--- config.mk ---
export PLATFORM = sky130hd
export DESIGN_NAME = reverse_rotate_xor_checksum_top
export DESIGN_NICKNAME = d
export VERILOG_FILES = /design/src/rtl/rrxc_pkg.sv /design/src/rtl/reverse_rotate_xor_checksum_top.sv /design/src/rtl/rrxc_input_stage.sv /design/src/rtl/rrxc_core.sv /design/src/rtl/rrxc_output_stage.sv
export SDC_FILE = /design/constraint.sdc
export NUM_CORES = 1
export LEC_CHECK = 0
export ABC_AREA = 1
export ABC_CLOCK_PERIOD_IN_PS = 3500
export BUFFER_PORTS_ARGS = -buffer_cell sky130_fd_sc_hd__buf_2
export CORE_MARGIN = 2
export CORE_UTILIZATION = 27
export DETAILED_ROUTE_END_ITERATION = 10
export SYNTH_ARGS = -nofsm -noshare
export SYNTH_HDL_FRONTEND = slang
export SYNTH_HIERARCHICAL = 1
export SYNTH_SLANG_ARGS = --single-unit
--- constraint.sdc ---
create_clock -name clk -period 3.5 [get_ports clk]
set_input_delay 0 -clock clk [delete_from_list [all_inputs] [get_ports clk]]
set_output_delay 0 -clock clk [all_outputs]
set_load 0.03 [all_outputs]
--- src/rtl/rrxc_pkg.sv ---
// Shared types and helpers for the reverse rotate-XOR checksum block.
`default_nettype none

package rrxc_pkg;

    localparam int unsigned SUM_W   = 32;
    localparam int unsigned LEFT_W  = 30;
    localparam int unsigned ROT_W   = 3;
    localparam int unsigned OUT_W   = 40;

    localparam logic [SUM_W-1:0] SUM_INIT = {SUM_W{1'b1}};

    localparam logic [LEFT_W-1:0] MASK_32 = LEFT_W'(32'h0000_001F);
    localparam logic [LEFT_W-1:0] MASK_1K = LEFT_W'(32'h0000_03FF);
    localparam logic [LEFT_W-1:0] MASK_32K = LEFT_W'(32'h0000_7FFF);
    localparam logic [LEFT_W-1:0] MASK_1M = LEFT_W'(32'h000F_FFFF);

    localparam logic CFG_TOTAL_BYTES  = 1'b0;
    localparam logic CFG_EXPECTED_SUM = 1'b1;

    typedef struct packed {
        logic [SUM_W-1:0] sum_value;
        logic             sum_matches;
    } result_t;

    function automatic logic [ROT_W-1:0] rotate_amount(input logic [LEFT_W-1:0] k);
        logic [ROT_W-1:0] n;
        n = ROT_W'(1);
        if ((k & MASK_32) == '0) begin
            n = ROT_W'(2);
            if ((k & MASK_1K) == '0) begin
                n = ROT_W'(3);
                if ((k & MASK_32K) == '0) begin
                    n = ROT_W'(4);
                    if ((k & MASK_1M) == '0) begin
                        n = ROT_W'(5);
                    end
                end
            end
        end
        return n;
    endfunction

    function automatic logic [SUM_W-1:0] rotr(input logic [SUM_W-1:0] x,
                                              input logic [ROT_W-1:0] n);
        logic [2*SUM_W-1:0] wide;
        wide = {x, x} >> n;
        return wide[SUM_W-1:0];
    endfunction

endpackage

`default_nettype wire

--- src/rtl/reverse_rotate_xor_checksum_top.sv ---
// Top level of the reverse rotate-XOR checksum block.
// Words of the region arrive on the s_ channel, last word first; the first item of a
// pass is the zero-padded tail word. The user must write the region length and the
// expected checksum through cfg_we, cfg_index and cfg_data while the block is idle;
// the block itself does not enforce this. One result item per pass leaves on the
// m_ channel after the pass's last word. An item is accepted every cycle while
// s_tready is high; after a pass's first word, the per-word step is one rotate by
// one to five places and an XOR between the input register and the state registers.
// The last word's result is registered in the output register, which drives
// m_tvalid. When the receiver stalls with a result pending, the input register
// still takes one more word, and s_tready drops only when both registers are full.
// Reset clears both registers, drops any pass in progress, sets the running sum to
// all ones and sets the length and expected checksum to zero.
`default_nettype none

module reverse_rotate_xor_checksum_top (
    input  wire logic                         clk,
    input  wire logic                         rst_n,
    input  wire logic                         s_tvalid,
    output logic                              s_tready,
    input  wire logic [rrxc_pkg::SUM_W-1:0]   s_tdata,  // [31:0] data_word
    output logic                              m_tvalid,
    input  wire logic                         m_tready,
    output logic [rrxc_pkg::OUT_W-1:0]        m_tdata,  // [31:0] sum_value, [32] sum_matches
    input  wire logic                         cfg_we,
    input  wire logic                         cfg_index,
    input  wire logic [rrxc_pkg::SUM_W-1:0]   cfg_data
);

    logic [rrxc_pkg::SUM_W-1:0] total_bytes_reg;
    logic [rrxc_pkg::SUM_W-1:0] expected_sum_reg;
    logic                       item_valid;
    logic [rrxc_pkg::SUM_W-1:0] item_data;
    logic                       out_free;
    logic                       take;
    logic                       res_valid;
    rrxc_pkg::result_t          res;

    always_ff @(posedge clk or negedge rst_n)
    begin
        if (!rst_n)
        begin
            total_bytes_reg  <= '0;
            expected_sum_reg <= '0;
        end
        else if (cfg_we)
        begin
            case (cfg_index)
                rrxc_pkg::CFG_TOTAL_BYTES:  total_bytes_reg  <= cfg_data;
                rrxc_pkg::CFG_EXPECTED_SUM: expected_sum_reg <= cfg_data;
                default:                    total_bytes_reg  <= total_bytes_reg;
            endcase
        end
    end

    assign take = item_valid && out_free;

    rrxc_input_stage u_input (
        .clk        (clk),
        .rst_n      (rst_n),
        .s_tvalid   (s_tvalid),
        .s_tready   (s_tready),
        .s_tdata    (s_tdata),
        .take       (take),
        .item_valid (item_valid),
        .item_data  (item_data)
    );

    rrxc_core u_core (
        .clk          (clk),
        .rst_n        (rst_n),
        .take         (take),
        .item_data    (item_data),
        .total_bytes  (total_bytes_reg),
        .expected_sum (expected_sum_reg),
        .res_valid    (res_valid),
        .res          (res)
    );

    rrxc_output_stage u_output (
        .clk      (clk),
        .rst_n    (rst_n),
        .load     (res_valid),
        .res      (res),
        .free     (out_free),
        .m_tvalid (m_tvalid),
        .m_tready (m_tready),
        .m_tdata  (m_tdata)
    );

endmodule

`default_nettype wire

--- src/rtl/rrxc_input_stage.sv ---
// Input register stage that holds one accepted data word.
`default_nettype none

module rrxc_input_stage (
    input  wire logic                      clk,
    input  wire logic                      rst_n,
    input  wire logic                      s_tvalid,
    output logic                           s_tready,
    input  wire logic [rrxc_pkg::SUM_W-1:0] s_tdata,
    input  wire logic                      take,
    output logic                           item_valid,
    output logic [rrxc_pkg::SUM_W-1:0]     item_data
);

    logic                       valid_reg;
    logic                       valid_next;
    logic [rrxc_pkg::SUM_W-1:0] data_reg;

    assign s_tready = !valid_reg || take;

    always_comb
    begin
        valid_next = valid_reg;
        if (s_tvalid && s_tready)
        begin
            valid_next = 1'b1;
        end
        else if (take)
        begin
            valid_next = 1'b0;
        end
    end

    always_ff @(posedge clk or negedge rst_n)
    begin
        if (!rst_n)
        begin
            valid_reg <= 1'b0;
        end
        else
        begin
            valid_reg <= valid_next;
        end
    end

    always_ff @(posedge clk)
    begin
        if (s_tvalid && s_tready)
        begin
            data_reg <= s_tdata;
        end
    end

    assign item_valid = valid_reg;
    assign item_data  = data_reg;

endmodule

`default_nettype wire

--- src/rtl/rrxc_core.sv ---
// Checksum state and the rotate-XOR step for one word.
`default_nettype none

module rrxc_core (
    input  wire logic                       clk,
    input  wire logic                       rst_n,
    input  wire logic                       take,
    input  wire logic [rrxc_pkg::SUM_W-1:0] item_data,
    input  wire logic [rrxc_pkg::SUM_W-1:0] total_bytes,
    input  wire logic [rrxc_pkg::SUM_W-1:0] expected_sum,
    output logic                            res_valid,
    output rrxc_pkg::result_t               res
);

    logic [rrxc_pkg::SUM_W-1:0]  running_sum_reg;
    logic [rrxc_pkg::SUM_W-1:0]  running_sum_next;
    logic [rrxc_pkg::LEFT_W-1:0] words_left_reg;
    logic [rrxc_pkg::LEFT_W-1:0] words_left_next;
    logic                        in_progress_reg;
    logic                        in_progress_next;
    logic [rrxc_pkg::LEFT_W-1:0] start_left;
    logic [rrxc_pkg::LEFT_W-1:0] full_words;

    assign full_words = total_bytes[rrxc_pkg::SUM_W-1:2];

    always_comb
    begin
        start_left = full_words;
        if (total_bytes[1:0] == 2'b00 && full_words != '0)
        begin
            start_left = full_words - rrxc_pkg::LEFT_W'(1);
        end
    end

    always_comb
    begin
        running_sum_next = running_sum_reg;
        words_left_next  = words_left_reg;
        in_progress_next = in_progress_reg;
        if (take)
        begin
            if (!in_progress_reg)
            begin
                running_sum_next = rrxc_pkg::SUM_INIT ^ item_data;
                words_left_next  = start_left;
                in_progress_next = (start_left != '0);
            end
            else
            begin
                running_sum_next = rrxc_pkg::rotr(running_sum_reg,
                    rrxc_pkg::rotate_amount(words_left_reg)) ^ item_data;
                words_left_next  = words_left_reg - rrxc_pkg::LEFT_W'(1);
                in_progress_next = (words_left_next != '0);
            end
        end
    end

    assign res_valid       = take && !in_progress_next;
    assign res.sum_value   = running_sum_next;
    assign res.sum_matches = (running_sum_next == expected_sum);

    always_ff @(posedge clk or negedge rst_n)
    begin
        if (!rst_n)
        begin
            running_sum_reg <= rrxc_pkg::SUM_INIT;
            words_left_reg  <= '0;
            in_progress_reg <= 1'b0;
        end
        else
        begin
            running_sum_reg <= running_sum_next;
            words_left_reg  <= words_left_next;
            in_progress_reg <= in_progress_next;
        end
    end

`ifndef ASSERT_OFF
    a_idle_count_zero: assert property (@(posedge clk) disable iff (!rst_n)
        !in_progress_reg |-> words_left_reg == '0)
        else $error("Idle with words still counted.");

    a_result_needs_take: assert property (@(posedge clk) disable iff (!rst_n)
        res_valid |-> take)
        else $error("Result without an item taken.");

    a_last_word_ends: assert property (@(posedge clk) disable iff (!rst_n)
        take && in_progress_reg && words_left_reg == rrxc_pkg::LEFT_W'(1)
        |=> !in_progress_reg)
        else $error("Pass did not end on the last word.");

    a_sum_holds: assert property (@(posedge clk) disable iff (!rst_n)
        !take |=> $stable(running_sum_reg))
        else $error("Sum changed without an item.");
`endif

endmodule

`default_nettype wire

--- src/rtl/rrxc_output_stage.sv ---
// Output register stage that holds one result item for the receiver.
`default_nettype none

module rrxc_output_stage (
    input  wire logic                        clk,
    input  wire logic                        rst_n,
    input  wire logic                        load,
    input  wire rrxc_pkg::result_t           res,
    output logic                             free,
    output logic                             m_tvalid,
    input  wire logic                        m_tready,
    output logic [rrxc_pkg::OUT_W-1:0]       m_tdata
);

    logic              valid_reg;
    logic              valid_next;
    rrxc_pkg::result_t res_reg;

    assign free = !valid_reg || m_tready;

    always_comb
    begin
        valid_next = valid_reg;
        if (load)
        begin
            valid_next = 1'b1;
        end
        else if (m_tready)
        begin
            valid_next = 1'b0;
        end
    end

    always_ff @(posedge clk or negedge rst_n)
    begin
        if (!rst_n)
        begin
            valid_reg <= 1'b0;
        end
        else
        begin
            valid_reg <= valid_next;
        end
    end

    always_ff @(posedge clk)
    begin
        if (load)
        begin
            res_reg <= res;
        end
    end

    assign m_tvalid = valid_reg;
    assign m_tdata  = {7'b0, res_reg.sum_matches, res_reg.sum_value};

endmodule

`default_nettype wire
=== After elaboration in Yosys (flattened, before gate mapping) ===
Cells that the tools add are included.

* Equality and inequality tests: 1
* Bitwise logic cells: 3
* Order comparisons: 0
* Reductions and logical operators: 21
* Mux-type cells: 16
* Div/mod/pow operators: 0
* Multipliers: 0
* Add/sub/neg operators: 2
* Shift-type cells: 1

{| class="wikitable"
|+ Operator list
! kind !! number
|-
| 30-bit zero test || 4
|-
| 30-bit nonzero test || 3
|-
| 32-bit 2-to-1 mux || 2
|-
| 64-bit by 3-bit right shift with 32-bit output || 1
|-
| 30-bit 2-to-1 mux || 2
|-
| 30-bit by 1-bit subtractor with 30-bit output, second input constant || 2
|-
| 32-bit equality test || 1
|-
| 32-bit NOT || 1
|-
| 32-bit XOR || 1
|-
| 3-bit 2-to-1 mux || 5
|-
| 1-bit 2-to-1 mux || 7
|-
| 1-bit logical AND || 4
|-
| 2-bit AND reduction || 2
|-
| 2-bit nonzero test || 2
|-
| 1-bit zero test || 3
|-
| 2-bit zero test || 1
|-
| 1-bit logical OR || 2
|-
| 1-bit NOT || 1
|}

* Bits in read-only memories: 0
* Bits in latches: 0
* Word-level logic and storage cells: 54
* Memories: 0
* Output and inout bits: 42
* Register bits after elaboration: 194
* Bits in writable memories: 0
* Input port bits: 70

=== Longest topological paths before layout ===
* Depth in word-level cells: 12
* Depth in mapped cells: 23
* Gate-level depth less buffers: 23

=== Cells and area by module ===
Netlist, hierarchy kept.

{| class="wikitable"
|+ Modules (own cells, without submodules)
! module !! seq. area each (um^2) !! area each (um^2) !! instances !! cells each
|-
| rrxc_core || 1616.6 || 7003.0 || 1 || 1210
|-
| reverse_rotate_xor_checksum_top || 1601.5 || 2670.1 || 1 || 281
|-
| rrxc_output_stage || 1016.0 || 1092.3 || 1 || 46
|-
| rrxc_input_stage || 985.9 || 1006.0 || 1 || 38
|}

=== Worst setup path before layout ===
Ideal clock, no wire load.

* Path kind: reg-to-reg
* From: reg u_core/words_left_reg[0] (netlist name)
* To: reg u_output.res_reg, in the netlist u_output/m_tdata[0] (enable)
* Buffers on the path: 0
* Path slack: 0.196 ns
* Period minus slack after synthesis: 3.304 ns
* Data required time: 3.112 ns
* Cell stages (with the launch flop): 18
* Arrival: 2.916 ns
* Setup time: 0.388 ns
* Path through: dfrtp_1 -> inv_1 -> ha_1 -> nand2_1 -> nor2_1 -> nand3_1 -> nor2_1 -> inv_1 -> nor3_1 -> nor3b_1 -> xor2_1 -> nor2_1 -> nand2_1 -> nor2_1 -> nand3_1 -> nand2_1 -> nand4_1 -> inv_1

* Cells in the longest elaborated chain, start to end: 6

{| class="wikitable"
|+ Ends and longest elaborated chain
! what !! RTL line !! RTL
|-
| start: declaration || rrxc_core.sv:17 || <nowiki>logic [rrxc_pkg::LEFT_W-1:0] words_left_reg;</nowiki>
|-
| start signal: assignment || rrxc_core.sv:73 || <nowiki>words_left_reg <= words_left_next;</nowiki>
|-
| 30-bit by 1-bit subtractor with 30-bit output || rrxc_core.sv:52 || <nowiki>words_left_next = words_left_reg - rrxc_pkg::LEFT_W'(1);</nowiki>
|-
| 30-bit nonzero test || rrxc_core.sv:53 || <nowiki>in_progress_next = (words_left_next != '0);</nowiki>
|-
| 1-bit 2-to-1 mux || rrxc_core.sv:42 || <nowiki>if (!in_progress_reg)</nowiki>
|-
| 1-bit 2-to-1 mux || rrxc_core.sv:40 || <nowiki>if (take)</nowiki>
|-
| 1-bit zero test || rrxc_core.sv:58 || <nowiki>assign res_valid = take && !in_progress_next;</nowiki>
|-
| 1-bit logical AND || rrxc_core.sv:58 ||
|-
| named net res_valid || reverse_rotate_xor_checksum_top.sv:36 || <nowiki>logic res_valid;</nowiki>
|-
| end signal: assignment || rrxc_output_stage.sv:50 || <nowiki>res_reg <= res;</nowiki>
|-
| end: declaration || rrxc_output_stage.sv:17 || <nowiki>rrxc_pkg::result_t res_reg;</nowiki>
|}

The timed path passes the listed nets, and every way through them passes these cells.
A chain may end at the register's enable or synchronous reset.

==> qor.csv <==
stage;metric;value;unit
sta;slew margin rel.;22.3;%
floorplanning;die height;213;um
min_path;HP Class;in2reg;
routing;First DRT Iteration DRCs;1018;
critical_path;crit path kind;reg2reg;
sta;Final Max Tran Viols;0;
grt;first-pass GRT wire length;59.2;mm
floorplanning;die area;0.0453;mm2
power_and_ir_drop;worst vdd ir;0.446;mV
finish;Fillers;4566;
power_and_ir_drop;LEAKAGE;6.63;nW
finish;layout net count;1802;
finish;Diodes inserted;0;
logic_synthesis;number of synthesized flops with an enable pin;65;
grt;vias in the first global route;10600;
min_path;worst hold path startpoint;cfg_index;
routing;total number of vias;11300;
logic_synthesis;top cells by area, synth;dfrtp_1 (21%), edfxtp_1 (17%), nand2_1 (15%);
place;I/O Buffers;104;
sta;Final Cycle Share;91.6;%
place;Placed Cells;2224;
cts;clock sinks;194;
floorplanning;I/O pin count;112;
critical_path;worst-path fanout max;16;
sta;hold slack;0.0579;ns
critical_path;crit path from;u_core/words_left_reg[0]$_DFFE_PN0P_;
cts;CTS tree;built;
cts;Worst-path clk slew;0.09;ns
logic_synthesis;Netlist cell types;42;
logic_synthesis;Synth area leader;dfrtp_1;
finish;Area growth syn-to-layout;20.5;%
critical_path;RR Startpoint;u_core/words_left_reg[0]$_DFFE_PN0P_;
logic_synthesis;synthesized area;0.0118;mm2
place;placed inst area;0.0128;mm2
sta;max frequency;312;MHz
logic_synthesis;Synth Flop Type;dfrtp_1;
logic_synthesis;Post-Synthesis Cells;1575;
sta;Final Hold Viols;0;
routing;DRT antenna net count;0;
routing;Routed WL;38.0;mm
run_status;outcome;finished clean;
cts;Max Root-Sink Buffers;2;
grt;initial antenna violation count;0;
sta;Tmin final;3.20;ns
logic_synthesis;#FFs+latches synth;194;
cts;Clk Tree Root Cell;clkbuf_16;
grt;gr usage total;16.9;%
routing;routed length per instance;16.3;um
floorplanning;Rows;76;
routing;drt pass-1 iters;5;
critical_path;WP data arrival;3.51;ns
finish;fraction of layout cells with a size suffix above 1;13.6;%
routing;Remaining DRCs;0;
job;max capacitance violation total;0;
logic_synthesis;asr flop ratio synth;66.5;%
finish;Final Cell Area;0.0142;mm2
place;gpl congestion;0.877;
logic_synthesis;Seq/Total Area, Yosys;44.3;%
critical_path;CP Launch Type;register;
grt;largest net degree at the start of global routing;80;
critical_path;Worst EP required;3.81;ns
floorplanning;Die X;213;um
floorplanning;initial core utilization;27.3;%
floorplanning;core area;0.0431;mm2
place;DP HPWL;28.2;mm
grt;grt ovf;0;
logic_synthesis;Avg Cell Area, Syn;7.47;um2
cts;TritonCTS buffer count;17;
cts;worst-skew pair later-pin latency;0.46;ns
cts;setup bufs post-CTS;0;
sta;Worst Skew;0.0170;ns
routing;post-DR vias/cell;4.84;
min_path;Hold Path Cell Cnt;3;
logic_synthesis;yosys warns;6;
sta;slew at the pin closest to its max-slew limit;1.17;ns
sta;final setup fails;0;
finish;Largest register FFs;33;
logic_synthesis;most numerous cell in the Yosys netlist;nand2_1;
logic_synthesis;synth cell count leaders;nand2_1 (474), nand3_1 (349), inv_1 (142);
power_and_ir_drop;power density cells;778;mW/mm2
logic_synthesis;share of the synthesized area in the top cell type;20.6;%
finish;Post-Layout Cell Count;2325;
cts;H-Tree Depth;4;
critical_path;Crit. End Element;register;
critical_path;worst r2r path cells;19;
## area by class of cell
type                            count  area, um2  share of cell area, %
Multi-Input combinational cell   1166       5560                   39.2
Sequential cell                   194       5220                   36.8
Timing Repair Buffer              201       1470                   10.4
Tap cell                          585        732                   5.16
Inverter                          147        557                   3.93
Clock buffer                       17        425                   3.00
Clock inverter                     15        211                   1.49
## power breakdown
group	internal, mW	switching, mW	leakage, nW
logic	1.66	3.38	4.17
clock network	1.01	1.13	0.305
registers	3.21	0.653	2.15
total	5.88	5.16	6.63
## kinds of logic after synthesis
kind of cell               count (synthesis)  share of synthesized area [%]
AOI/OAI and AO/OA                         68                           3.51
xor gates and xnor gates                  43                           3.20
adders and majority gates                  5                          0.531
buffers and inverters                    221                           9.06
DFF                                      194                           44.3
other                                      1                         0.0319
and+or+nand+nor                         1043                           39.3
## critical path: stages (launching register included)
cell     delay, ns
dfrtp_1       0.43
inv_1         0.12
ha_1          0.15
nand2_1       0.09
nor2_1        0.21
nand2_2       0.13
inv_2         0.27
buf_4         0.22
nand3_1       0.11
nand3_1       0.11
nand4_1       0.09
nand3_1       0.23
nand2_1       0.16
nand2_1       0.09
nand2_1       0.05
nor2_1        0.19
nand2_1       0.07
nor2_1        0.11
nand2_1       0.08
nor2_1        0.14
## cells in the final DEF (no fill, tap or decap), types with 4 or more instances in the layout
cell	instances
inv_12	4
o22ai_1	4
a22oi_1	7
nor2_1	123
dfrtp_1	96
buf_2	103
dfstp_2	32
clkinv_8	4
inv_8	4
edfxtp_1	65
buf_4	23
or2_2	8
inv_1	140
inv_2	4
ha_1	5
nor3_1	11
o211ai_1	4
nand2_2	5
nand3b_1	4
nor2_2	6
xnor2_1	7
clkbuf_16	17
xor2_1	36
dlygate4sd3_1	69
nand2_1	474
nand3_1	348
nand4_1	45
o221ai_1	10
o21ai_0	36
conb_1	7
## per-layer routing
metal  wire [um]  up-vias  GRT usage (%)
met5           0        -              0
met1       17000     5290           23.1
met4         982        0           5.71
met3        2060       51           2.13
met2       17900      408           27.7
li1            -     5502              -
## final timing paths
kind / endpoint / slack [ns]
max: u_output/m_tdata[32]$_DFFE_PP_ / 0.30
max in group asynchronous: u_core/running_sum_reg[5]$_DFF_PN1_ / 2.57
min reg2reg: total_bytes_reg[0]$_DFFE_PN0P_ / 0.48
min in group asynchronous: total_bytes_reg[22]$_DFFE_PN0P_ / 0.15
max reg2reg: u_output/m_tdata[32]$_DFFE_PP_ / 0.30
min: expected_sum_reg[25]$_DFFE_PN0P_ / 0.06
## stage by stage
| stage | TNS [ns] | total power [mW] | util, % | setup WS, ns |
|---|---|---|---|---|
| after floorplan | 0 | 7.35 | - | 0.196 |
| after global placement | 0 | 8.71 | 29.7 | 0.217 |
| after detailed placement | 0 | 8.77 | 29.7 | 0.149 |
| after CTS | 0 | 11.0 | 32.8 | 0.134 |
| after global routing | -0.0534 | 11.9 | 32.9 | -0.0109 |
| final | 0 | 11.0 | 32.9 | 0.296 |
## timing repair
action | 4_1_cts | 5_1_grt
endpoints found under the hold margin | 161 | 0
hold buffers | 69 | 0
setup endpoints to repair | 0 | 35
resized for setup | 0 | 16
Note: power is estimated with default switching activity, not from simulation.
